<file path="src/rtl/bashf_pkg.sv">
// Shared types, constants and round functions for the bash-f permutation block.
// No dependencies.
package bashf_pkg;

  localparam int unsigned NumWords  = 24;
  localparam int unsigned NumRounds = 24;
  localparam int unsigned WordW     = 64;
  localparam int unsigned IdxW      = 5;
  localparam int unsigned QueueDepth = 4;

  typedef logic [WordW-1:0] word_t;
  typedef word_t [NumWords-1:0] state_t;

  typedef enum logic [2:0] {
    ST_LOAD = 3'b001,
    ST_RUN  = 3'b010,
    ST_EMIT = 3'b100
  } core_state_e;

  function automatic word_t round_const(input logic [IdxW-1:0] r);
    word_t c;
    c = '0;
    case (r)
      5'd0:  c = 64'h3BF5080AC8BA94B1;
      5'd1:  c = 64'hC1D1659C1BBD92F6;
      5'd2:  c = 64'h60E8B2CE0DDEC97B;
      5'd3:  c = 64'hEC5FB8FE790FBC13;
      5'd4:  c = 64'hAA043DE6436706A7;
      5'd5:  c = 64'h8929FF6A5E535BFD;
      5'd6:  c = 64'h98BF1E2C50C97550;
      5'd7:  c = 64'h4C5F8F162864BAA8;
      5'd8:  c = 64'h262FC78B14325D54;
      5'd9:  c = 64'h1317E3C58A192EAA;
      5'd10: c = 64'h098BF1E2C50C9755;
      5'd11: c = 64'hD8EE19681D669304;
      5'd12: c = 64'h6C770CB40EB34982;
      5'd13: c = 64'h363B865A0759A4C1;
      5'd14: c = 64'hC73622B47C4C0ACE;
      5'd15: c = 64'h639B115A3E260567;
      5'd16: c = 64'hEDE6693460F3DA1D;
      5'd17: c = 64'hAAD8D5034F9935A0;
      5'd18: c = 64'h556C6A81A7CC9AD0;
      5'd19: c = 64'h2AB63540D3E64D68;
      5'd20: c = 64'h155B1AA069F326B4;
      5'd21: c = 64'h0AAD8D5034F9935A;
      5'd22: c = 64'h0556C6A81A7CC9AD;
      5'd23: c = 64'hDE8082CD72DEBC78;
      default: c = '0;
    endcase
    return c;
  endfunction

  function automatic word_t rotl(input word_t x, input int unsigned r);
    word_t y;
    y = (r == 0) ? x : ((x << r) | (x >> (WordW - r)));
    return y;
  endfunction

  // One full round: bash-S on all columns, word permutation P, constant into S23.
  function automatic state_t bash_round(input state_t s, input logic [IdxW-1:0] r);
    localparam int unsigned M1 [8] = '{8, 56, 8, 56, 8, 56, 8, 56};
    localparam int unsigned N1 [8] = '{53, 51, 37, 3, 21, 19, 5, 35};
    localparam int unsigned M2 [8] = '{14, 34, 46, 2, 14, 34, 46, 2};
    localparam int unsigned N2 [8] = '{1, 7, 49, 23, 33, 39, 17, 55};
    localparam int unsigned Src [24] = '{15, 10, 9, 12, 11, 14, 13, 8,
                                         17, 16, 19, 18, 21, 20, 23, 22,
                                         6, 3, 0, 5, 2, 7, 4, 1};
    state_t t;
    state_t o;
    word_t w0, w1, w2, z1, z2, u0, u1, u2;
    t = s;
    for (int j = 0; j < 8; j++) begin
      w0 = s[j];
      w1 = s[j+8];
      w2 = s[j+16];
      z2 = rotl(w0, M1[j]);
      u0 = w0 ^ w1 ^ w2;
      z1 = w1 ^ rotl(u0, N1[j]);
      u2 = w2 ^ rotl(w2, M2[j]) ^ rotl(z1, N2[j]);
      u1 = z1 ^ z2;
      t[j]    = u0 ^ (u1 | ~u2);
      t[j+8]  = u1 ^ (u0 | u2);
      t[j+16] = u2 ^ (u0 & u1);
    end
    for (int i = 0; i < 24; i++) begin
      o[i] = t[Src[i]];
    end
    o[23] = o[23] ^ round_const(r);
    return o;
  endfunction

endpackage

</file>
<file path="src/rtl/bashf_front.sv">
// Front end: takes input beats and feeds them into a short word queue.
// Depends on bashf_pkg.
module bashf_front #(
  parameter int unsigned Depth = bashf_pkg::QueueDepth
) (
  input  logic              clk_i,
  input  logic              rst_ni,
  input  logic              push_i,
  output logic              full_o,
  input  bashf_pkg::word_t  in_word_i,
  output logic              q_valid_o,
  input  logic              q_take_i,
  output bashf_pkg::word_t  q_word_o
);
  localparam int unsigned PtrW = (Depth > 1) ? $clog2(Depth) : 1;

  bashf_pkg::word_t mem_q [Depth];
  bashf_pkg::word_t head_q;
  logic [PtrW-1:0] wr_q, wr_d, rd_q, rd_d;
  logic [PtrW:0]   cnt_q, cnt_d;
  logic            do_push, do_pop;

  assign full_o    = (cnt_q == (PtrW+1)'(Depth));
  assign q_valid_o = (cnt_q != '0);
  assign do_push   = push_i && !full_o;
  assign do_pop    = q_take_i && q_valid_o;
  assign q_word_o  = head_q;

  always_comb begin
    wr_d  = do_push ? ((wr_q == PtrW'(Depth-1)) ? '0 : wr_q + 1'b1) : wr_q;
    rd_d  = do_pop  ? ((rd_q == PtrW'(Depth-1)) ? '0 : rd_q + 1'b1) : rd_q;
    cnt_d = cnt_q + (PtrW+1)'(do_push) - (PtrW+1)'(do_pop);
  end

  // Prefetch the next head word; bypass the beat being written into that slot.
  always_ff @(posedge clk_i) begin
    if (do_push) begin
      mem_q[wr_q] <= in_word_i;
    end
    head_q <= (do_push && (wr_q == rd_d)) ? in_word_i : mem_q[rd_d];
  end

  always_ff @(posedge clk_i or negedge rst_ni) begin
    if (!rst_ni) begin
      wr_q  <= '0;
      rd_q  <= '0;
      cnt_q <= '0;
    end else begin
      wr_q  <= wr_d;
      rd_q  <= rd_d;
      cnt_q <= cnt_d;
    end
  end

  a_cnt_bound: assert property (@(posedge clk_i) disable iff (!rst_ni)
    cnt_q <= (PtrW+1)'(Depth)) else $error("queue count overflow");
  a_no_pop_empty: assert property (@(posedge clk_i) disable iff (!rst_ni)
    cnt_q == '0 |=> !($past(do_pop))) else $error("pop from empty queue");
  a_cnt_step: assert property (@(posedge clk_i) disable iff (!rst_ni)
    do_push && !do_pop |=> cnt_q == $past(cnt_q) + 1'b1) else $error("count step");
endmodule

</file>
<file path="config.mk">
export PLATFORM = sky130hd
export DESIGN_NAME = bashf_front
export DESIGN_NICKNAME = d
export VERILOG_FILES = /design/src/rtl/bashf_pkg.sv /design/src/rtl/bashf_front.sv
export SDC_FILE = /design/constraint.sdc
export NUM_CORES = 1
export LEC_CHECK = 0
export BUFFER_PORTS_ARGS = -buffer_cell sky130_fd_sc_hd__buf_2
export CORE_MARGIN = 2
export CORE_UTILIZATION = 50
export CTS_BUF_LIST = sky130_fd_sc_hd__clkbuf_4 sky130_fd_sc_hd__clkbuf_8
export DETAILED_ROUTE_END_ITERATION = 6
export GPL_TIMING_DRIVEN = 0
export PLACE_DENSITY_LB_ADDON = 0.2
export REMOVE_ABC_BUFFERS = 1
export SKIP_LAST_GASP = 1
export SLEW_MARGIN = 20
export SYNTH_ARGS = -nofsm -noshare
export SYNTH_HDL_FRONTEND = slang
export SYNTH_SLANG_ARGS = --single-unit
</file>
<file path="constraint.sdc">
create_clock -name clk_i -period 3.4 [get_ports clk_i]
set_clock_uncertainty 0.15 [all_clocks]
set_input_delay 0.17 -clock clk_i [delete_from_list [all_inputs] [get_ports clk_i]]
set_output_delay 0.17 -clock clk_i [all_outputs]
set_load 0.05 [all_outputs]
</file>
Word-level counts from Yosys, hierarchy flattened
Memory sizes are Yosys's and may differ from the RTL's. A register that Yosys moved wholly into a read port is not among the register bits.
Cells that the tools add are included.
- add/sub/neg operators: 4
- $mul: 0
- div/mod/pow operators: 0
- order comparisons: 0
- equal/unequal tests: 3
- shifts and indexed selects: 0
- mux-type cells: 5
- bitwise gates (word level): 0
- reductions and logical operators: 4
- operators with widths (cell ; number):
    2-bit two-way mux ; 3
    2-bit by 1-bit adder with 2-bit output (second input constant) ; 2
    2-bit == test (second input constant) ; 2
    3-bit by 1-bit adder with 3-bit output ; 1
    3-bit == test (second input constant) ; 1
    3-bit nonzero test ; 1
    3-bit by 1-bit subtractor with 3-bit output ; 1
    1-bit logical AND ; 2
    1-bit two-way mux ; 2
    1-bit zero test ; 1
- register bits: 7
- bits in latches: 0
- RAM bits: 256
- bits in read-only memories: 0
- bits of input ports: 68
- memories kept: 1
- memories (name ; depth ; width ; read ports ; clocked after memory_dff ; write ports ; RTL line ; RTL):
    mem_q ; 4 ; 64 ; 1 ; 1 ; 1 ; bashf_front.sv:17 ; bashf_pkg::word_t mem_q [Depth];

Logic depth before layout (Yosys ltp)
- depth in word-level cells: 5
- mapped depth: 9
- gate-level depth less buffers: 9

Worst setup path after synthesis
OpenSTA, ideal clock, no wires.
- kind: register to register
- start point: register cnt_q[2]
- end point: memory mem_q[0][0] in the netlist's numbering (enable)
- setup time: 0.429 ns
- data arrival time: 2.364 ns
- data required time: 2.821 ns
- setup slack: 0.457 ns
- cell stages (with the launch flop): 3
- buffers on the path: 0
- path through: dfrtp_1 nor3b_2 and3b_1
- longest elaborated chain between the ends: 5
- ends and longest elaborated chain (element ; RTL line ; RTL):
    start: declaration ; bashf_front.sv:20 ; logic [PtrW:0] cnt_q, cnt_d;
    start signal: assignment ; bashf_front.sv:51 ; cnt_q <= cnt_d;
    3-bit == test ; bashf_front.sv:23 ; assign full_o = (cnt_q == (PtrW+1)'(Depth));
    named net full_o ; bashf_front.sv:9 ; output logic full_o,
    1-bit zero test ; bashf_front.sv:25 ; assign do_push = push_i && !full_o;
    1-bit logical AND ; bashf_front.sv:25 ;
    1-bit two-way mux ; bashf_front.sv:37 ; if (do_push) begin
    1-bit two-way mux (implied by the code) ; bashf_front.sv:38 ; mem_q[wr_q] <= in_word_i;
    end: declaration ; bashf_front.sv:17 ;
The timed path passes the listed nets, and every way through them passes these cells.

==> results.yml <==
pwr:
  power.switching_mw: 4.46
  p_clk_share_pct: 21.3
  ir_worst_vdd_v: 0.000849
  powerDensity_nw_per_um2: 941
  power.internal_mw: 7.12
  seq_power_share_pct: 39.7
  p_sw_share_pct: 38.5
  totalPowerFinal_mw: 11.6
  p_leak_nw: 4.31
  pwr-share-comb_pct: 39.0
critical_path:
  path_cells: "buf_12 > buf_16 > mux4_2 > buf_2"
  crit_end: "q_word_o[58]"
  ff2ff_path_depth: 9
  r2r_slack_ps: 900
  cpPeakStageDelay_ps: 580
  crit_path_top_delay_cell: "dfxtp_4"
  rr_endpoint: "cnt_q[2]"
  cp-end-kind: "output pin"
  cp.arrival_ps: 2450
  r2r-start: "cnt_q[1]"
  cp_max_fo: 28
  start_kind: "register"
  worstPathRequired_ps: 3080
  crit_type: "register to output pin"
drt:
  wl_um: 17300
  drtIter0Drc: 181
  viasPerCell: 5.10
  drc: 0
  antenna_left: 0
  vias: 4653
  first_pass_iters: 4
  wl_per_cell_um: 19.0
finish:
  fin_cells: 912
  antenna_cells: 0
  syn2layout_area_growth_pct: 25.2
  layout_commonest_cell: "edfxtp_1"
  ff_latch_area_um2: 7910
  nets: 692
  fin_util_pct: 63.5
  final_cell_mix: "edfxtp_1, buf_2, dlygate4sd3_1, mux4_2, clkbuf_8"
  multiInputGateArea_um2: 1760
  fill_cells: 1369
  layout-drive-gt1-share_pct: 42.3
clocking:
  h-tree-depth: 2
  cts_setup_buffers: 0
  numCtsBuffers: 42
  hold_buffers: 68
  clock-root-buffer: "clkbuf_8"
  ctsResizeCount: 0
  cts_tree: "yes"
  clk-insertion-delay-late_ps: 510
  cts_sinks: 265
  clk_pin_slew_ps: 60
  ctsLongestPathBuffers: 3
flow_run:
  drv_cap: 0
placed_design:
  port-buffer-count: 133
  hpwlAfterDp_um: 9880
  gp_routability_congestion: 0.688
  post-place-ws_ps: 899
  placed_cells: 769
sta:
  fin_ws_ps: 628
  hold_viol_final: 0
  tightest_slew_ps: 617
  finalCritPeriodShare_pct: 81.5
  timing.fmax_ghz: 0.361
  rsz0062_at_grt: "false"
  relSlewSlack_pct: 58.9
  slew_violations: 0
  fin_crit_ps: 2770
  setup-violations-final: 0
  whs_ps: 253
grt:
  grt_use_total_pct: 16.9
  grt_util_met1_pct: 20.2
  grt_pass1_vias: 5051
  grt_overflow: 0
  use_met2_pct: 29.8
  grt_pass1_wl_um: 26300
  grt_use_met3_pct: 5.26
  grt_max_degree: 48
  grt.busiest_layer: "met2"
  antenna_found_initial: 0
floorplan:
  ioPinCount: 134
  core_area_um2: 19400
  dieArea_um2: 20800
  start_util_pct: 50.7
  die_height_um: 144
  fp.dieW_um: 144
  row_count: 51
min_path:
  hp-class: "input port to register"
yosys:
  syn-cell-area_um2: 9830
  synth_cell_types: 25
  yosysWarnings: 0
  synth_area_per_cell_um2: 26.0
  synth_seq_area_share_pct: 80.4
  ys_seq_elements: 265
  synthCells: 378
outcome:
  status: "complete, no violations"
## layout make-up
type                    instances  area share, %
repair buffers                208           12.3
clock buffers                  56           5.70
flip-flops and latches        265           64.2
well taps                     265           2.69
multi-input cells              93           14.3
inverters                       6          0.183
clock inverters                19          0.671
## Yosys cell counts, drive strengths merged
| master | instances | area [µm²] |
|---|---|---|
| nor2 | 1 | 3.75 |
| o31ai | 1 | 12.5 |
| xnor2 | 2 | 17.5 |
| ha | 7 | 87.6 |
| nand4bb | 1 | 11.3 |
| nand2 | 1 | 3.75 |
| nor3b | 1 | 12.5 |
| mux4 | 64 | 1460 |
| o211ai | 2 | 15.0 |
| buf | 13 | 161 |
| dfrtp | 7 | 175 |
| fa | 1 | 20.0 |
| nand2b | 3 | 18.8 |
| inv | 6 | 22.5 |
| and3b | 4 | 35.0 |
| clkbuf | 1 | 5.00 |
| mux2 | 2 | 22.5 |
| or3b | 1 | 8.76 |
| or3 | 1 | 6.26 |
| dfxtp | 2 | 40.0 |
| or4bb | 1 | 11.3 |
| edfxtp | 256 | 7690 |
## worst max-delay path, delay by kind of cell (launching register included)
family,cells,cell delay (ps)
muxes,1,580
DFF,1,580
buffers and inverters,3,750
## state kept, by name, summed over array words and instances, names as in the netlist, named ones only
name,cells
cnt_q,3
mem_q,256
wr_q,2
rd_q,2
## power groups by stage
stage	Combinational [mW]	Sequential, mW	Clock, mW
3_3_place_gp	4.13	4.99	0
2_1_floorplan	3.26	4.79	0
3_5_place_dp	4.52	4.68	0
6_report	4.52	4.60	2.46
4_1_cts	4.59	4.62	2.54
5_1_grt	4.77	4.67	2.69
## stage by stage
step           setup TNS, ps  area, µm²
3_5_place_dp               0      10900
4_1_cts                    0      12300
6_report                   0      12300
3_3_place_gp         -261430      10700
5_1_grt                    0      12300
2_1_floorplan         -27260       9670
## routing by layer
metal | vias to the layer above | wire [µm]
met3 | 21 | 1240
met1 | 2368 | 6810
met5 | - | 0
met4 | 0 | 255
li1 | 2113 | -
met2 | 151 | 9000
## worst min path at each step
stage | slack [ps] | start | endpoint | depth (start not counted)
after global routing | 230 | in_word_i[31] | mem_q[1][31] | 2
after CTS | 210 | in_word_i[17] | mem_q[0][17] | 2
after detailed placement | -140 | rst_ni | rd_q[1] | 1
after floorplan | -280 | rst_ni | cnt_q[0] | 0
after global placement | -140 | rst_ni | rd_q[0] | 1
final | 250 | in_word_i[17] | mem_q[0][17] | 2
## kinds of logic (layout without fill, tap and decap cells)
kind of cell / count (synthesis) / in the layout / synth area share (%)
multiplexers: 66 / 66 / 15.0
XOR/XNOR: 2 / 2 / 0.178
AO/OA/AOI/OAI: 3 / 3 / 0.280
buffers and inverters: 20 / 289 / 1.92
flip-flops: 265 / 265 / 80.4
adder cells (fa/ha/maj): 8 / 8 / 1.09
AND/OR/NAND/NOR: 14 / 14 / 1.13
Power figures use the tool's default switching activity.
